==> config.mk <==
export PLATFORM = sky130hd
export DESIGN_NAME = ppsf_isqrt
export DESIGN_NICKNAME = d
export VERILOG_FILES = /design/src/hdl/ppsf_pkg.sv /design/src/hdl/ppsf_isqrt.sv
export SDC_FILE = /design/constraint.sdc
export NUM_CORES = 2
export LEC_CHECK = 0
export BUFFER_PORTS_ARGS = -buffer_cell sky130_fd_sc_hd__buf_4
export CAP_MARGIN = 20
export CORE_ASPECT_RATIO = 0.6
export CORE_MARGIN = 8
export CORE_UTILIZATION = 62
export DETAILED_ROUTE_END_ITERATION = 16
export PLACE_DENSITY = 0.78
export SLEW_MARGIN = 20
export SYNTH_ARGS = -nofsm -noshare
export SYNTH_HDL_FRONTEND = slang
export SYNTH_MEMORY_MAX_BITS = 65536
export SYNTH_SLANG_ARGS = --single-unit
==> constraint.sdc <==
create_clock -name clk_i -period 4.8 [get_ports clk_i]
set_clock_uncertainty 0.15 [all_clocks]
set_input_delay 0.24 -clock clk_i [delete_from_list [all_inputs] [get_ports clk_i]]
set_output_delay 0.24 -clock clk_i [all_outputs]
set_load 0.02 [all_outputs]
==> src/hdl/ppsf_pkg.sv <==
// Shared widths, register codes, quantity codes and the CORDIC angle table.
package ppsf_pkg;

  localparam int DATA_W        = 32;
  localparam int NUM_FIELDS    = 7;
  localparam int CFG_IDX_W     = 4;
  localparam int CFG_DATA_W    = 64;
  localparam int MASS_W        = 31;
  localparam int SELECT_W      = 30;
  localparam int SLOT_FIELD_W  = 5;

  localparam int CORDIC_ITERS  = 24;
  localparam int CORDIC_W      = 60;
  localparam int ANGLE_W       = 35;
  localparam int PRESCALE_BITS = 24;
  localparam int ANGLE_FRAC    = 24;

  localparam logic [CFG_IDX_W-1:0] REG_MASS    = 4'd0;
  localparam logic [CFG_IDX_W-1:0] REG_SELECT  = 4'd1;
  localparam logic [CFG_IDX_W-1:0] REG_BOUNDS0 = 4'd2;

  typedef enum logic [3:0] {
    QTY_POS_X,
    QTY_POS_Y,
    QTY_POS_Z,
    QTY_MOM_X,
    QTY_MOM_Y,
    QTY_MOM_Z,
    QTY_MOM_TOT,
    QTY_KIN_EN,
    QTY_AZIMUTH,
    QTY_POLAR
  } qty_e;

  localparam logic signed [ANGLE_W-1:0] DEG180_Q24 = 35'sd3019898880;

  // atan(2^-i) in degrees, Q24
  localparam logic signed [ANGLE_W-1:0] ATAN_DEG_Q24 [CORDIC_ITERS] = '{
    35'sd754974720, 35'sd445687602, 35'sd235489088, 35'sd119537938,
    35'sd60000934,  35'sd30029717,  35'sd15018523,  35'sd7509720,
    35'sd3754917,   35'sd1877466,   35'sd938734,    35'sd469367,
    35'sd234684,    35'sd117342,    35'sd58671,     35'sd29335,
    35'sd14668,     35'sd7334,      35'sd3667,      35'sd1833,
    35'sd917,       35'sd458,       35'sd229,       35'sd115
  };

endpackage

==> src/hdl/ppsf_isqrt.sv <==
// Pipelined integer square root, one result bit per stage.
module ppsf_isqrt import ppsf_pkg::*; (
  input  logic                  clk_i,
  input  logic [2*DATA_W-1:0]   rad_i,
  output logic [DATA_W-1:0]     root_o
);

  localparam int REM_W = DATA_W + 2;

  logic [REM_W-1:0]    rem_q  [DATA_W];
  logic [DATA_W-1:0]   root_q [DATA_W];
  logic [2*DATA_W-1:0] rad_q  [DATA_W];

  for (genvar k = 0; k < DATA_W; k++) begin : g_step
    logic [REM_W-1:0]    rem_in;
    logic [DATA_W-1:0]   root_in;
    logic [2*DATA_W-1:0] rad_in;
    logic [REM_W+1:0]    rem_sh;
    logic [REM_W+1:0]    trial;

    if (k == 0) begin : g_first
      assign rem_in  = '0;
      assign root_in = '0;
      assign rad_in  = rad_i;
    end else begin : g_next
      assign rem_in  = rem_q[k-1];
      assign root_in = root_q[k-1];
      assign rad_in  = rad_q[k-1];
    end

    // bring down the next two radicand bits and try root*4+1
    assign rem_sh = {rem_in, rad_in[2*DATA_W-1 -: 2]};
    assign trial  = {2'b00, root_in, 2'b01};

    always_ff @(posedge clk_i) begin
      rad_q[k] <= rad_in << 2;
      if (rem_sh >= trial) begin
        rem_q[k]  <= REM_W'(rem_sh - trial);
        root_q[k] <= {root_in[DATA_W-2:0], 1'b1};
      end else begin
        rem_q[k]  <= REM_W'(rem_sh);
        root_q[k] <= {root_in[DATA_W-2:0], 1'b0};
      end
    end
  end

  assign root_o = root_q[DATA_W-1];

endmodule

* Yosys cells after proc, flatten, opt, wreduce, memory -nomap -nowiden
Memories as Yosys holds them, arrays and structs flattened.
Index checks and enable logic that the tools add are counted.
** Operators by class
- Add/subtract/negate cells :: 32
- Order comparisons :: 32
- Muxes and demuxes :: 160
- Bitwise operators :: 64
** Operators with widths (count)
- $ge A36 B34 Y1 :: 31
- $mux W34 :: 32
- $sub A34 B34 Y34 :: 31
- $mux W32 :: 32
- $mux W1 :: 96
- $or A1 B1 Y1 :: 64
- $sub A2 B1 Y3 const B :: 1
- $ge A2 B1 Y1 const B :: 1
** Storage, ports and cells
- Bits in registers :: 0
- Memory bits (writable) :: 4096
- Bits of input ports :: 65
- Output and inout bits :: 32
- Word-level logic and storage cells :: 291
- Memories :: 3
** Memories
- rad_q :: words 32, width 62, read ports 31, clocked after Yosys merged registers in 0, wr ports 32, RTL line ppsf_isqrt.sv:12 : logic [2*DATA_W-1:0] rad_q [DATA_W];
- rem_q :: words 32, width 34, read ports 31, clocked after Yosys merged registers in 0, wr ports 32, RTL line ppsf_isqrt.sv:10 : logic [REM_W-1:0] rem_q [DATA_W];
- root_q :: words 32, width 32, read ports 32, clocked after Yosys merged registers in 0, wr ports 32, RTL line ppsf_isqrt.sv:11 : logic [DATA_W-1:0] root_q [DATA_W];

* Logic depth before layout (Yosys ltp)
An unclocked memory read counts as a cell.
- Word-level depth :: 5
- Mapped depth :: 14

* Worst setup path before layout
No wires, ideal clock.
- Kind :: register to register
- From :: mem root_q[27][3] (netlist: root_q[1][355])
- To :: mem rem_q[1][409] (netlist name)
- Setup time :: 70 ps
- Data arrival time :: 3114 ps
- Path slack :: 1466 ps
- Stages on the path, launching flop included :: 13
- Path buffers :: 2
- Cells stage by stage :: dfxtp_1 -> inv_1 -> ha_1 -> a211oi_1 -> nor2_1 -> o31a_1 -> or3_1 -> a31oi_1 -> a211o_1 -> o2111ai_1 -> clkbuf_1 -> clkbuf_1 -> a21oi_1
** RTL lines (RTL line)
- start, declared :: ppsf_isqrt.sv:11
- end, declared :: ppsf_isqrt.sv:10

==> impl_metrics.sql <==
INSERT INTO impl_metrics (metric_group, metric, value, unit) VALUES
('status', 'status', 'completed', ''),
('floorplan', 'area_inside_the_core_boundary', '148000', 'sq um'),
('cts', 'cts-root-buf', 'sky130_fd_sc_hd__clkbuf_16', ''),
('timing', 'unrepaired_setup_endpoints_after_global_routing', 'no', ''),
('logic_synthesis', 'synth_enable_flop_cells', '0', ''),
('drt', 'route.detailed.vias_per_inst', '5.61', ''),
('timing', 'fin_crit_sh', '88.8', '%'),
('worst_hold_path', 'min-delay-start', 'rad_i[7]', ''),
('global_routing', 'grt.total_usage', '26.6', '%'),
('pwr', 'power.density_cell_area', '519', 'nW/um^2'),
('global_routing', 'maximum_number_of_pins_on_one_net_before_global_route_repair', '55', ''),
('cts', 'clock_latency', '0.87', 'ns'),
('worst_hold_path', 'whs_path_depth', '2', ''),
('pwr', 'cellLeakagePower', '48.8', 'nW'),
('floorplan', 'io_pins', '97', ''),
('placed_design', 'post_dp_cell_area', '95700', 'sq um'),
('drt', 'first_iter_violations', '6233', ''),
('cts', 'cts_tree', 'yes', ''),
('cts', 'cts_buffers', '207', ''),
('timing', 'maximum_operating_frequency', '235', 'MHz'),
('floorplan', 'chip_height', '315', 'microns'),
('floorplan', 'floorplan.initialDensity', '62.7', '%'),
('logic_synthesis', 'ys_ff_latch', '2523', ''),
('setup_path', 'critPathCaptureType', 'register', ''),
('final_layout', 'flow.area_growth_from_synthesis', '13.0', '%'),
('setup_path', 'ff2ff_path_depth', '11', ''),
('final_layout', 'final_core_utilization', '70.8', '%'),
('pwr', 'ir_worst_vdd', '0.403', 'mV'),
('global_routing', 'grt_pass1_wl', '348000', 'microns'),
('final_layout', 'share_of_post_route_cells_with_drive_strength_above_1', '6.92', '%'),
('timing', 'max-slew-margin-rel', '27.2', '%'),
('logic_synthesis', 'synthDistinctLibCells', '89', ''),
('global_routing', 'grt.overflow.total', '0', ''),
('cts', 'level_count_of_the_clock_h_tree', '4', ''),
('final_layout', 'nets', '10100', ''),
('floorplan', 'die-width', '515', 'microns'),
('timing', 'final-setup-viol-count', '0', ''),
('run', 'maxCapViolations', '0', ''),
('drt', 'drt_wl_total', '222000', 'microns'),
('timing', 'timing.final.crit_period', '4.26', 'ns'),
('cts', 'clock_sink_count', '2523', ''),
('placed_design', 'port_buffers', '96', ''),
('drt', 'residual_drc', '0', ''),
('setup_path', 'timing.reg2reg.setup_slack', '0.54', 'ns'),
('timing', 'max_slew_vio_count', '0', ''),
('logic_synthesis', 'yosysSeqAreaShare', '54.6', '%'),
('global_routing', 'antenna_found_initial', '8', ''),
('timing', 'transition_at_the_pin_with_the_smallest_max_transition_slack', '1.08', 'ns'),
('timing', 'setup-tns-final', '0', 'ns'),
('worst_hold_path', 'timing.hold.worst.class', 'in -> reg', ''),
('drt', 'detail_route.first_pass.iterations', '8', ''),
('logic_synthesis', 'post_synth_instance_area', '92600', 'sq um'),
('logic_synthesis', 'nets_in_the_synthesized_netlist', '9818', ''),
('placed_design', 'detailed_place_hpwl', '165000', 'microns'),
('logic_synthesis', 'avgSynthCellArea', '10.1', 'sq um'),
('logic_synthesis', 'asyncSetResetFlopFracSynth', '0', '%'),
('setup_path', 'startpoint_type', 'register', ''),
('drt', 'wl_per_cell', '19.0', 'microns'),
('logic_synthesis', 'synth-warning-count', '0', ''),
('setup_path', 'critical_path_required', '5.37', 'ns'),
('final_layout', 'finish.cell_count_without_fillers', '11700', ''),
('timing', 'finalHoldViolations', '0', ''),
('global_routing', 'first_global_vias', '62800', ''),
('cts', 'clock_path_buffers', '3', ''),
('logic_synthesis', 'synth-main-ff-cell', 'sky130_fd_sc_hd__dfxtp_1', ''),
('placed_design', 'placed_insts', '11200', ''),
('drt', 'route.antenna.remaining_nets', '0', ''),
('setup_path', 'worst-endpoint-arrival', '4.83', 'ns'),
('floorplan', 'total_die_area', '162000', 'sq um'),
('placed_design', 'gp_congestion', '0.949', ''),
('setup_path', 'worstPathMaxFanout', '5', ''),
('logic_synthesis', 'postSynthCellCount', '9191', ''),
('setup_path', 'timing.critical_path.from', 'root_q[1][290]', ''),
('floorplan', 'fp-row-count', '109', ''),
('pwr', 'design_power_total', '54.3', 'mW'),
('drt', 'detailroute.via_count', '65500', ''),
('setup_path', 'r2r_start', 'root_q[1][290]', ''),
('final_layout', 'postLayoutCellArea', '105000', 'sq um'),
('cts', 'clock_slew_at_reported_path_ffs', '0.07', 'ns'),
('setup_path', 'critical_path_class', 'reg -> reg', '');
registers in the layout, indices dropped and copies added, names as in the netlist:
name    count
rad_q     992
root_q    528
rem_q    1003
layout make-up:
cell class              count  area, sq um
clock buffers             286         6010
repair buffers            285         2500
flip-flops and latches   2523        50500
well taps                1998         2500
diodes                      8         20.0
multi-input cells        5766        38800
clock inverters           100         1600
inverters                 716         2690
fillers                 10700        43100
metal layers:
| layer | GRT usage (%) | vias to the layer above | wire [microns] |
|---|---|---|---|
| met5 | 0 | - | 27 |
| met4 | 5.34 | 4 | 3510 |
| met1 | 40.9 | 30900 | 110000 |
| met3 | 6.98 | 300 | 21000 |
| met2 | 37.3 | 2262 | 87800 |
| li1 | - | 32100 | - |
metrics by stage:
stage / hold slack [ns] / setup slack (ns)
final: 0.109 / 0.540
after CTS: 0.0155 / 0.751
after detailed placement: 0.162 / 0.810
after floorplan: 0.118 / 1.47
after global placement: 0.159 / 0.974
after global routing: 0.0438 / 0.325
cells in the mapped netlist (157+ instances only):
library cell               count  area share, %
sky130_fd_sc_hd__o21ai_0     498            2.7
sky130_fd_sc_hd__dfxtp_1    2523             55
sky130_fd_sc_hd__inv_1       709            2.9
sky130_fd_sc_hd__xor2_1      423            4.0
sky130_fd_sc_hd__a21oi_1     575            3.1
sky130_fd_sc_hd__nor2_1      534            2.2
sky130_fd_sc_hd__a21o_1      218            1.8
sky130_fd_sc_hd__xnor2_1     424            4.0
sky130_fd_sc_hd__ha_1        562            7.6
sky130_fd_sc_hd__nand3_1     158           0.85
sky130_fd_sc_hd__nand2_1     680            2.8
sky130_fd_sc_hd__nor3_1      244            1.3
sky130_fd_sc_hd__clkbuf_1    157           0.64
critical path: stages (launching register included):
cell and delay, ns:
sky130_fd_sc_hd__dfxtp_1 0.33, sky130_fd_sc_hd__inv_1 0.04, sky130_fd_sc_hd__ha_1 0.35, sky130_fd_sc_hd__a21oi_1 0.25, sky130_fd_sc_hd__o211ai_1 0.17, sky130_fd_sc_hd__a41oi_1 0.45, sky130_fd_sc_hd__o211ai_1 0.25, sky130_fd_sc_hd__o21ai_0 0.60
sky130_fd_sc_hd__o21ai_0 0.42, sky130_fd_sc_hd__a2111oi_0 0.82, sky130_fd_sc_hd__nand2b_1 0.14, sky130_fd_sc_hd__xnor2_1 0.16
cell families after synthesis:
group / count (synthesis) / synth area share, %
compound gates: 1849 / 12.3
buf+inv: 902 / 3.68
xor+xnor: 847 / 8.01
simple gates: 2439 / 13.0
other cells: 1 / 0.00405
mux: 68 / 0.804
fa+ha+maj: 562 / 7.60
flops: 2523 / 54.6
power by group:
| part | total (mW) | leakage (nW) | internal, mW | switching, mW |
|---|---|---|---|---|
| Combinational | 8.92 | 24.0 | 3.93 | 4.99 |
| Clock | 18.3 | 3.68 | 10.3 | 8.00 |
| Sequential | 27.1 | 21.1 | 24.3 | 2.76 |
| Total | 54.3 | 48.8 | 38.5 | 15.8 |
path summary, 6_finish.rpt:
kind / endpoint
hold reg to reg: rad_q[0][923]
setup reg to reg: rem_q[1][369]
setup / recovery: rem_q[1][369]
hold / removal: rad_q[0][7]
cells in the final DEF (no fill, tap or decap), types with 61 or more instances in the layout:
cell type	Yosys	layout
sky130_fd_sc_hd__clkbuf_16	0	207
sky130_fd_sc_hd__xnor2_1	424	424
sky130_fd_sc_hd__o31ai_1	63	62
sky130_fd_sc_hd__buf_4	3	154
sky130_fd_sc_hd__nor2b_1	77	76
sky130_fd_sc_hd__a21oi_1	575	575
sky130_fd_sc_hd__o21a_1	87	87
sky130_fd_sc_hd__nand2b_1	111	111
sky130_fd_sc_hd__nand4_1	110	110
sky130_fd_sc_hd__inv_1	709	708
sky130_fd_sc_hd__nor4_1	114	113
sky130_fd_sc_hd__nor3_1	244	243
sky130_fd_sc_hd__dlygate4sd3_1	0	128
sky130_fd_sc_hd__or4_1	61	61
sky130_fd_sc_hd__ha_1	562	562
sky130_fd_sc_hd__a21o_1	218	218
sky130_fd_sc_hd__o21ai_0	498	498
sky130_fd_sc_hd__nand3_1	158	158
sky130_fd_sc_hd__nand2_1	680	680
sky130_fd_sc_hd__or3_1	100	100
sky130_fd_sc_hd__dfxtp_1	2523	2523
sky130_fd_sc_hd__nor2_1	534	533
sky130_fd_sc_hd__xor2_1	423	423
timing repair:
action,in CTS,in global routing
hold buffers,128,0
resized for setup,0,0
endpoints found under the hold margin,65,0
buffers inserted,0,0
Note: power is estimated with default switching activity, not from simulation.
